==> src/rtl/hsg_pkg.sv <==
`timescale 1ns / 1ps
package hsg_pkg;

  // Width of a prime from the table (largest entry is 311)
  localparam int unsigned PRIME_BITS = 9;
  localparam int unsigned PRIME_COUNT = 64;

  // Quotient bits resolved per cycle while splitting off a digit
  localparam int unsigned DIV_STEP_BITS = 4;

  // Configuration port
  localparam int unsigned CFG_IDX_BITS = 2;
  localparam int unsigned CFG_DATA_BITS = 32;
  localparam int unsigned DIMS_BITS = 5;
  localparam int unsigned START_BITS = 32;
  localparam logic [CFG_IDX_BITS-1:0] CFG_DIMS_USED = 2'd0;
  localparam logic [CFG_IDX_BITS-1:0] CFG_START_INDEX = 2'd1;

  localparam int unsigned DIM_OUT_BITS = 4;
  localparam int unsigned COORD_BITS = 32;

  localparam logic [PRIME_BITS-1:0] PRIMES [PRIME_COUNT] = '{
    9'd2,   9'd3,   9'd5,   9'd7,   9'd11,  9'd13,  9'd17,  9'd19,
    9'd23,  9'd29,  9'd31,  9'd37,  9'd41,  9'd43,  9'd47,  9'd53,
    9'd59,  9'd61,  9'd67,  9'd71,  9'd73,  9'd79,  9'd83,  9'd89,
    9'd97,  9'd101, 9'd103, 9'd107, 9'd109, 9'd113, 9'd127, 9'd131,
    9'd137, 9'd139, 9'd149, 9'd151, 9'd157, 9'd163, 9'd167, 9'd173,
    9'd179, 9'd181, 9'd191, 9'd193, 9'd197, 9'd199, 9'd211, 9'd223,
    9'd227, 9'd229, 9'd233, 9'd239, 9'd241, 9'd251, 9'd257, 9'd263,
    9'd269, 9'd271, 9'd277, 9'd281, 9'd283, 9'd293, 9'd307, 9'd311
  };

  typedef enum logic [6:0] {
    ST_IDLE  = 7'b0000001,
    ST_SETUP = 7'b0000010,
    ST_CHECK = 7'b0000100,
    ST_DIGIT = 7'b0001000,
    ST_ACCUM = 7'b0010000,
    ST_FINAL = 7'b0100000,
    ST_EMIT  = 7'b1000000
  } hsg_state_e;

  typedef struct packed {
    logic start;     // word accepted: pick first dimension, reload index on restart
    logic setup;     // load index into the digit splitter, clear fraction
    logic dig_step;  // resolve DIV_STEP_BITS quotient bits
    logic accum;     // fold the finished digit into numerator and denominator
    logic fin_load;  // clear the fraction quotient
    logic fin_step;  // one bit of the fraction division
    logic emit;      // coordinate ready for the output register
  } hsg_cmd_t;

  typedef struct packed {
    logic work_zero;  // nothing left of the index to split
    logic last_dim;   // current dimension is the final one of the point
  } hsg_sts_t;

endpackage

==> src/rtl/halton_sequence_generator.sv <==
`timescale 1ns / 1ps
// Sequence: each dimension runs setup, then for each base-p digit of the index (none for
//   index zero) a check, the digit division and an accumulate step, then a last check,
//   the fraction division one bit at a time and the emit into the output register.
// Throughput: one word in per point; the next word is taken once the last coordinate
//   has gone into the output register. Digit splitting and the fraction division set it.
// Reset: asynchronous, active low; dims_used 1, start_index 0, sample index 0, no output.
module halton_sequence_generator import hsg_pkg::*; #(
  parameter int unsigned MAX_DIMS = 16,
  parameter int unsigned INDEX_BITS = 32,
  parameter int unsigned FRACTION_BITS = 32
) (
  input  logic                     clk_i,
  input  logic                     rst_ni,
  // configuration write port
  input  logic                     cfg_we_i,
  input  logic [CFG_IDX_BITS-1:0]  cfg_index_i,
  input  logic [CFG_DATA_BITS-1:0] cfg_wdata_i,
  // request words
  input  logic                     in_valid_i,
  output logic                     in_stall_o,
  input  logic                     restart_i,
  // coordinate words
  output logic                     out_valid_o,
  input  logic                     out_stall_i,
  output logic [DIM_OUT_BITS-1:0]  dim_index_o,
  output logic [COORD_BITS-1:0]    coordinate_o,
  output logic                     last_o
);

  // The index is split into digits by a restoring divider that resolves
  // DIV_STEP_BITS quotient bits a cycle, so pad the dividend to a whole
  // number of those steps.
  localparam int unsigned DIG_CYCLES = (INDEX_BITS + DIV_STEP_BITS - 1) / DIV_STEP_BITS;
  localparam int unsigned WORK_BITS = DIG_CYCLES * DIV_STEP_BITS;

  logic [DIMS_BITS-1:0]    dims_used_q, dims_used_d;
  logic [START_BITS-1:0]   start_index_q, start_index_d;

  hsg_cmd_t cmd;
  hsg_sts_t sts;
  logic     busy;
  logic     out_free;

  logic [DIM_OUT_BITS-1:0] dp_dim;
  logic [COORD_BITS-1:0]   dp_coord;
  logic                    dp_last;

  logic                    out_valid_q, out_valid_d;
  logic [DIM_OUT_BITS-1:0] dim_index_q;
  logic [COORD_BITS-1:0]   coordinate_q;
  logic                    last_q;

  // Configuration: writes beyond the register list are dropped.
  // start_index only takes effect at the next restart.
  always_comb begin
    dims_used_d   = dims_used_q;
    start_index_d = start_index_q;
    if (cfg_we_i) begin
      unique case (cfg_index_i)
        CFG_DIMS_USED: begin
          dims_used_d = cfg_wdata_i[DIMS_BITS-1:0];
        end
        CFG_START_INDEX: begin
          start_index_d = cfg_wdata_i[START_BITS-1:0];
        end
        default: begin
        end
      endcase
    end
  end

  always_ff @(posedge clk_i or negedge rst_ni) begin
    if (!rst_ni) begin
      dims_used_q   <= DIMS_BITS'(1);
      start_index_q <= '0;
    end else begin
      dims_used_q   <= dims_used_d;
      start_index_q <= start_index_d;
    end
  end

  // The sequencer runs one point at a time; a new request word is taken only
  // when it is idle, which may be while the last coordinate still waits.
  assign in_stall_o = busy;

  // The output register may be refilled in the same cycle it is drained.
  assign out_free = !out_valid_q || !out_stall_i;

  hsg_ctrl #(
    .DIG_CYCLES    (DIG_CYCLES),
    .FRACTION_BITS (FRACTION_BITS)
  ) u_ctrl (
    .clk_i      (clk_i),
    .rst_ni     (rst_ni),
    .in_valid_i (in_valid_i),
    .out_free_i (out_free),
    .sts_i      (sts),
    .cmd_o      (cmd),
    .busy_o     (busy)
  );

  hsg_datapath #(
    .MAX_DIMS      (MAX_DIMS),
    .INDEX_BITS    (INDEX_BITS),
    .FRACTION_BITS (FRACTION_BITS),
    .WORK_BITS     (WORK_BITS)
  ) u_datapath (
    .clk_i         (clk_i),
    .rst_ni        (rst_ni),
    .cmd_i         (cmd),
    .sts_o         (sts),
    .restart_i     (restart_i),
    .dims_used_i   (dims_used_q),
    .start_index_i (start_index_q),
    .dim_index_o   (dp_dim),
    .coordinate_o  (dp_coord),
    .last_o        (dp_last)
  );

  // Output register: hold while stalled, load on emit, drop once taken.
  always_comb begin
    out_valid_d = out_valid_q;
    if (cmd.emit) begin
      out_valid_d = 1'b1;
    end else if (!out_stall_i) begin
      out_valid_d = 1'b0;
    end
  end

  always_ff @(posedge clk_i or negedge rst_ni) begin
    if (!rst_ni) begin
      out_valid_q <= 1'b0;
    end else begin
      out_valid_q <= out_valid_d;
    end
  end

  always_ff @(posedge clk_i) begin
    if (cmd.emit) begin
      dim_index_q  <= dp_dim;
      coordinate_q <= dp_coord;
      last_q       <= dp_last;
    end
  end

  assign out_valid_o  = out_valid_q;
  assign dim_index_o  = dim_index_q;
  assign coordinate_o = coordinate_q;
  assign last_o       = last_q;

  // A coordinate is never pushed into a full, stalled output register.
  assert property (@(posedge clk_i) disable iff (!rst_ni)
    cmd.emit |-> out_free)
    else $error("coordinate emitted into a blocked output register");

  // Once a request word is taken the sequencer is busy on the next cycle.
  assert property (@(posedge clk_i) disable iff (!rst_ni)
    (in_valid_i && !in_stall_o) |=> in_stall_o)
    else $error("request accepted but sequencer not busy");

  // Emitting the final coordinate of a point frees the request side.
  assert property (@(posedge clk_i) disable iff (!rst_ni)
    (cmd.emit && sts.last_dim) |=> !in_stall_o)
    else $error("sequencer still busy after final coordinate");

  // A freshly emitted coordinate carries the last flag the datapath reported.
  assert property (@(posedge clk_i) disable iff (!rst_ni)
    cmd.emit |=> (out_valid_o && (last_o == $past(sts.last_dim))))
    else $error("output last flag does not match emitted dimension");

endmodule

==> src/rtl/hsg_ctrl.sv <==
`timescale 1ns / 1ps
module hsg_ctrl import hsg_pkg::*; #(
  parameter int unsigned DIG_CYCLES = 8,
  parameter int unsigned FRACTION_BITS = 32
) (
  input  logic     clk_i,
  input  logic     rst_ni,
  input  logic     in_valid_i,
  input  logic     out_free_i,
  input  hsg_sts_t sts_i,
  output hsg_cmd_t cmd_o,
  output logic     busy_o
);

  localparam int unsigned MAX_CYC = (DIG_CYCLES > FRACTION_BITS) ? DIG_CYCLES : FRACTION_BITS;
  localparam int unsigned CTW = $clog2(MAX_CYC);

  hsg_state_e state_q, state_d;
  logic [CTW-1:0] ctr_q, ctr_d;

  always_comb begin
    state_d = state_q;
    ctr_d   = ctr_q;
    cmd_o   = '0;
    unique case (state_q)
      ST_IDLE: begin
        if (in_valid_i) begin
          cmd_o.start = 1'b1;
          state_d = ST_SETUP;
        end
      end
      ST_SETUP: begin
        cmd_o.setup = 1'b1;
        state_d = ST_CHECK;
      end
      ST_CHECK: begin
        if (sts_i.work_zero) begin
          cmd_o.fin_load = 1'b1;
          ctr_d = CTW'(FRACTION_BITS - 1);
          state_d = ST_FINAL;
        end else begin
          ctr_d = CTW'(DIG_CYCLES - 1);
          state_d = ST_DIGIT;
        end
      end
      ST_DIGIT: begin
        cmd_o.dig_step = 1'b1;
        if (ctr_q == '0) begin
          state_d = ST_ACCUM;
        end else begin
          ctr_d = ctr_q - 1'b1;
        end
      end
      ST_ACCUM: begin
        cmd_o.accum = 1'b1;
        state_d = ST_CHECK;
      end
      ST_FINAL: begin
        cmd_o.fin_step = 1'b1;
        if (ctr_q == '0) begin
          state_d = ST_EMIT;
        end else begin
          ctr_d = ctr_q - 1'b1;
        end
      end
      ST_EMIT: begin
        if (out_free_i) begin
          cmd_o.emit = 1'b1;
          state_d = sts_i.last_dim ? ST_IDLE : ST_SETUP;
        end
      end
      default: begin
        state_d = ST_IDLE;
      end
    endcase
  end

  assign busy_o = (state_q != ST_IDLE);

  always_ff @(posedge clk_i or negedge rst_ni) begin
    if (!rst_ni) begin
      state_q <= ST_IDLE;
      ctr_q   <= '0;
    end else begin
      state_q <= state_d;
      ctr_q   <= ctr_d;
    end
  end

endmodule

==> src/rtl/hsg_datapath.sv <==
`timescale 1ns / 1ps
module hsg_datapath import hsg_pkg::*; #(
  parameter int unsigned MAX_DIMS = 16,
  parameter int unsigned INDEX_BITS = 32,
  parameter int unsigned FRACTION_BITS = 32,
  parameter int unsigned WORK_BITS = 32
) (
  input  logic                     clk_i,
  input  logic                     rst_ni,
  input  hsg_cmd_t                 cmd_i,
  output hsg_sts_t                 sts_o,
  input  logic                     restart_i,
  input  logic [DIMS_BITS-1:0]     dims_used_i,
  input  logic [START_BITS-1:0]    start_index_i,
  output logic [DIM_OUT_BITS-1:0]  dim_index_o,
  output logic [COORD_BITS-1:0]    coordinate_o,
  output logic                     last_o
);

  localparam int unsigned DW = (MAX_DIMS > 1) ? $clog2(MAX_DIMS) : 1;
  localparam int unsigned CW = $clog2(MAX_DIMS + 1);
  localparam int unsigned NDW = INDEX_BITS + PRIME_BITS;

  logic [INDEX_BITS-1:0]    index_q, index_d;
  logic [DW-1:0]            dim_q, dim_d;
  logic [WORK_BITS-1:0]     work_q, work_d;
  logic [PRIME_BITS-1:0]    digit_q, digit_d;
  logic [NDW-1:0]           num_q, num_d;
  logic [NDW-1:0]           den_q, den_d;
  logic [FRACTION_BITS-1:0] quo_q, quo_d;

  logic [PRIME_BITS-1:0]    prime;
  logic [CW-1:0]            count;
  logic [WORK_BITS-1:0]     work_s;
  logic [PRIME_BITS-1:0]    digit_s;
  logic [PRIME_BITS:0]      trial;
  logic [NDW:0]             fin_trial;
  logic                     fin_bit;

  assign prime = PRIMES[6'(dim_q)];

  // Clamp the dimension count to 1..MAX_DIMS
  always_comb begin
    if (dims_used_i == '0) begin
      count = CW'(1);
    end else if (32'(dims_used_i) > MAX_DIMS) begin
      count = CW'(MAX_DIMS);
    end else begin
      count = CW'(dims_used_i);
    end
  end

  assign sts_o.last_dim  = ((CW'(dim_q) + CW'(1)) == count);
  assign sts_o.work_zero = (work_q == '0);

  // Restoring division of the remaining index by the prime, a few bits a cycle.
  // The quotient shifts in behind the dividend; the remainder is the digit.
  always_comb begin
    work_s  = work_q;
    digit_s = digit_q;
    trial   = '0;
    for (int s = 0; s < DIV_STEP_BITS; s++) begin
      trial  = {digit_s, work_s[WORK_BITS-1]};
      work_s = {work_s[WORK_BITS-2:0], 1'b0};
      if (trial >= {1'b0, prime}) begin
        digit_s   = PRIME_BITS'(trial - {1'b0, prime});
        work_s[0] = 1'b1;
      end else begin
        digit_s = PRIME_BITS'(trial);
      end
    end
  end

  // One bit of floor(num * 2^F / den); num stays below den throughout
  assign fin_trial = {num_q, 1'b0};
  assign fin_bit   = (fin_trial >= {1'b0, den_q});

  always_comb begin
    index_d = index_q;
    dim_d   = dim_q;
    work_d  = work_q;
    digit_d = digit_q;
    num_d   = num_q;
    den_d   = den_q;
    quo_d   = quo_q;
    if (cmd_i.start) begin
      dim_d = '0;
      if (restart_i) begin
        index_d = INDEX_BITS'(start_index_i);
      end
    end
    if (cmd_i.setup) begin
      work_d  = WORK_BITS'(index_q);
      digit_d = '0;
      num_d   = '0;
      den_d   = NDW'(1);
    end
    if (cmd_i.dig_step) begin
      work_d  = work_s;
      digit_d = digit_s;
    end
    if (cmd_i.accum) begin
      num_d   = NDW'(num_q * NDW'(prime)) + NDW'(digit_q);
      den_d   = NDW'(den_q * NDW'(prime));
      digit_d = '0;
    end
    if (cmd_i.fin_load) begin
      quo_d = '0;
    end
    if (cmd_i.fin_step) begin
      quo_d = {quo_q[FRACTION_BITS-2:0], fin_bit};
      num_d = fin_bit ? NDW'(fin_trial - {1'b0, den_q}) : NDW'(fin_trial);
    end
    if (cmd_i.emit) begin
      if (sts_o.last_dim) begin
        index_d = index_q + 1'b1;
      end else begin
        dim_d = dim_q + 1'b1;
      end
    end
  end

  assign dim_index_o  = DIM_OUT_BITS'(dim_q);
  assign coordinate_o = COORD_BITS'(quo_q);
  assign last_o       = sts_o.last_dim;

  always_ff @(posedge clk_i or negedge rst_ni) begin
    if (!rst_ni) begin
      index_q <= '0;
      dim_q   <= '0;
    end else begin
      index_q <= index_d;
      dim_q   <= dim_d;
    end
  end

  always_ff @(posedge clk_i) begin
    work_q  <= work_d;
    digit_q <= digit_d;
    num_q   <= num_d;
    den_q   <= den_d;
    quo_q   <= quo_d;
  end

endmodule

==> config.mk <==
export PLATFORM = sky130hd
export DESIGN_NAME = halton_sequence_generator
export DESIGN_NICKNAME = d
export VERILOG_FILES = /design/src/rtl/hsg_pkg.sv /design/src/rtl/halton_sequence_generator.sv /design/src/rtl/hsg_ctrl.sv /design/src/rtl/hsg_datapath.sv
export SDC_FILE = /design/constraint.sdc
export NUM_CORES = 2
export LEC_CHECK = 0
export ABC_AREA = 1
export BUFFER_PORTS_ARGS = -buffer_cell sky130_fd_sc_hd__buf_2
export CAP_MARGIN = 20
export CORE_UTILIZATION = 60
export CTS_BUF_LIST = sky130_fd_sc_hd__clkbuf_4 sky130_fd_sc_hd__clkbuf_8
export CTS_CLUSTER_SIZE = 16
export DETAILED_ROUTE_END_ITERATION = 7
export PLACE_DENSITY = 0.77
export SLEW_MARGIN = 20
export SYNTH_ARGS = -nofsm -noshare
export SYNTH_HDL_FRONTEND = slang
export SYNTH_SLANG_ARGS = --single-unit
==> constraint.sdc <==
create_clock -name clk_i -period 19.69 [get_ports clk_i]
set_clock_uncertainty 0.1 [all_clocks]
set_input_delay 0.9845 -clock clk_i [delete_from_list [all_inputs] [get_ports clk_i]]
set_output_delay 0.9845 -clock clk_i [all_outputs]
set_load 0.01 [all_outputs]
==> metrics.md <==
| Metric | Value |
|---|---|
| First-pass GRT wire length | `133.6 mm` |
| Share of synthesized flip-flops with an asynchronous set or reset | `30.94%` |
| Worst path max stage delay | `630 ps` |
| CP dominant cell by count | `o21ai_0` |
| Gr ovfl total | `0` |
| DR iter-0 viols | `1962` |
| Critical Path Fanout Max | `15` |
| Syn Inst Count | `4079` |
| Run status | `complete, no violations` |
| Yosys top cell area share | `18.88%` |
| Clock network latency to the later pin of the worst-skew pair | `650 ps` |
| Mapped cell area | `31810 um^2` |
| Final Hold Viols | `0` |
| CTS Sinks | `278` |
| Final WL | `80.89 mm` |
| WS Path Type | `register to register` |
| Drt pass-1 iters | `6` |
| P_int | `2.317 mW` |
| Worst reg2reg path endpoint | `u_datapath.work_q[0]` |
| Final Critical Period | `8778 ps` |
| DP HPWL | `62.37 mm` |
| Crit path DAT | `9070 ps` |
| Pwr Density | `152.5 nW/um^2` |
| Gate power share | `71.7%` |
| Die H | `232.3 um` |
| Hold WC Path Type | `input port to async pin` |
| Vias | `26910` |
| Achievable Freq | `113.9 MHz` |
| # nets final | `4745` |
| Synth Flop Type | `edfxtp_1` |
| Io pins | `79` |
| CTS root buffer | `clkbuf_8` |
| Fin Setup TNS | `0 ps` |
| Clock share of power | `11.0%` |
| Mean post-synth cell area | `7.799 um^2` |
| Leakage | `17.92 nW` |
| Crit path launch type | `register` |
| Commonest cells post-synth | `inv_1 (895), nand2_1 (742), nor2_1 (473)` |
| Antenna violations before repair | `7` |
| Seq/Total Area, Yosys | `24.61%` |
| Share of cells above drive strength 1 | `6.732%` |
| Switch share | `55.24%` |
| Worst Path Required | `19980 ps` |
| Final Core Density | `64.74%` |
| Largest net degree at the start of global routing | `87` |
| Critical R2R Launch | `u_datapath.dim_index_o[1]` |
| H-Tree Level Count | `2` |
| RSZ-0062 raised after global routing | `no` |
| PortBufs | `78` |
| Critical Path Sink Type | `register` |
| Post-CTS setup repair buffer count | `0` |
| Yosys top cell by area | `fa_1` |
| Synth Register Bits | `278` |
| Die W | `232.3 um` |
| Relative slew slack | `29.27%` |
| CTS resizes | `0` |
| DRC viols | `0` |
| MaxCap Viol Count | `0` |
| Area growth syn-to-layout | `6.721%` |
| Clock slew at reported path FFs | `70 ps` |
| FF-to-FF setup slack | `10910 ps` |
| Post-synth EDFFs | `183` |
| Syn nets | `4689` |
| Delay-heaviest family, CP | `compound AO/OA/AOI/OAI gates` |
| CTS tree | `built` |
| Longest Clk Path Bufs | `3` |
| Yosys Warn Count | `0` |
| Final ANT Viol Nets | `0` |
| Core area | `52450 um^2` |
| FP Rows | `84` |
| Measured slew at the worst slew-check pin | `1061 ps` |
| Pins over their slew limit | `0` |
| Cts hold-fix bufs | `0` |
| Placer Congestion | `1.013` |
| Most frequent cell after synthesis | `inv_1` |
| Total CTS buffers | `49` |
| CP bufs+invs | `6` |
| Period utilization | `44.58%` |
| Psw | `2.860 mW` |
| Vias in the first global route | `26780` |
| Flop pwr share | `17.3%` |
| Count of final setup violators | `0` |
| Depth of the worst register-to-register path | `40` |
| Drt wl/cell | `16.63 um` |
| Via density | `5.532` |
| Library cells used by synthesis | `65` |
| GRT Total Usage | `30.98%` |
| Peak supply drop | `0.0003265 V` |
| Dominant cells by area after synthesis | `fa_1 (19%), edfxtp_1 (17%), ha_1 (11%)` |
| CP max stage cell | `nor2_1` |
| Initial Util | `60.66%` |
| DIE AREA | `53950 um^2` |
## flip-flops by register name, summed over array words and instances, names as in the netlist
| signal | cells |
|---|---|
| u_datapath.coordinate_o | 32 |
| dim_index_o | 4 |
| last_o | 1 |
| u_ctrl.ctr_q | 5 |
| u_datapath.digit_q | 9 |
| u_datapath.dim_index_o | 4 |
| dims_used_q | 5 |
| u_datapath.index_q | 32 |
| coordinate_o | 32 |
| u_datapath.num_q | 41 |
| out_valid_o | 1 |
| start_index_q | 32 |
| u_datapath.work_q | 32 |
| u_datapath.den_q | 41 |
| u_ctrl.state_q | 7 |
## cells in the final DEF, fill, tap and decap left out, types with 9 or more instances in the layout
master	n
nand2_1	738
ha_1	270
o21a_1	14
a31oi_1	42
nand3_2	9
dfxtp_1	9
mux2_2	38
a21oi_1	271
buf_4	24
nor3_1	21
inv_1	894
inv_2	12
dfrtp_1	84
clkinv_1	14
nand4_1	44
xnor2_1	38
fa_1	300
a21o_1	15
xor2_1	59
clkbuf_8	51
edfxtp_1	183
o21ai_0	227
nor4_1	19
nor2_1	472
buf_2	77
o211ai_1	22
clkbuf_4	9
clkinv_2	10
nand3_1	101
## power groups by stage
stage	sequential, mW	combinational (mW)	clock, mW
after detailed placement	0.904	3.65	0
after global placement	0.901	3.68	0
after CTS	0.893	3.67	0.580
final	0.898	3.71	0.569
after floorplan	0.851	2.94	0
after global routing	0.911	4.18	0.600
## metal layers
metal | up-vias | track usage [%] | wire [um]
li1 | 13010 | - | -
met1 | 12840 | 42.45 | 35550
met2 | 916 | 50.18 | 37030
met3 | 137 | 6.029 | 6519
met4 | 10 | 8.162 | 1719
met5 | - | 0 | 74
## layout make-up
type | instances | area (um^2)
antenna | 2 | 5.005
clock buffer | 60 | 769.5
clock inverter | 30 | 247.7
fill | 4596 | 18490
inverter | 909 | 3412
multi-input combinational | 2794 | 20230
sequential | 278 | 7830
tap | 688 | 860.8
timing repair buffer | 103 | 596.8
## stage by stage
step | instance area [um^2] | cells | power (mW) | hold WS (ps) | setup slack (ps)
after global placement | 32890 | 4770 | 4.582 | 303.0 | 11150
after floorplan | 31810 | 4079 | 3.786 | 300.3 | 12010
final | 33950 | 4864 | 5.178 | 295.6 | 10910
after detailed placement | 32910 | 4771 | 4.554 | 325.9 | 11000
after global routing | 33950 | 4863 | 5.687 | 348.6 | 9916
after CTS | 33930 | 4861 | 5.146 | 350.3 | 10980
## worst reg2reg max path: cells and delay by family, from the launching register on
family,cells,cell delay (ps)
simple gates,15,2650
buf+inv,6,680
fa+ha+maj,6,1910
compound gates,13,2700
flops,1,470
## logic make-up after synthesis
kind of cell             Yosys count  synth area share (%)
multiplexers                      38                 1.345
flip-flops                       278                 24.61
AO/OA/AOI/OAI                    640                 11.14
buffers and inverters           1007                 11.98
XOR/XNOR                          97                 2.671
AND/OR/NAND/NOR                 1449                 18.75
adder cells (fa/ha/maj)          570                 29.50
## worst max-delay path by stage
stage	from	end	slack (ps)	depth (start not counted)
global route	u_datapath.dim_index_o[1]	u_datapath.work_q[0]	9920	43
global placement	u_datapath.dim_index_o[0]	u_datapath.work_q[0]	11150	40
CTS	u_datapath.dim_index_o[0]	u_datapath.work_q[0]	10980	40
detailed placement	u_datapath.dim_index_o[0]	u_datapath.work_q[0]	11000	41
finish	u_datapath.dim_index_o[1]	u_datapath.work_q[0]	10910	40
floorplan	u_datapath.dim_index_o[0]	u_datapath.work_q[0]	12010	46
No activity file was read; power rests on OpenSTA's default activity.
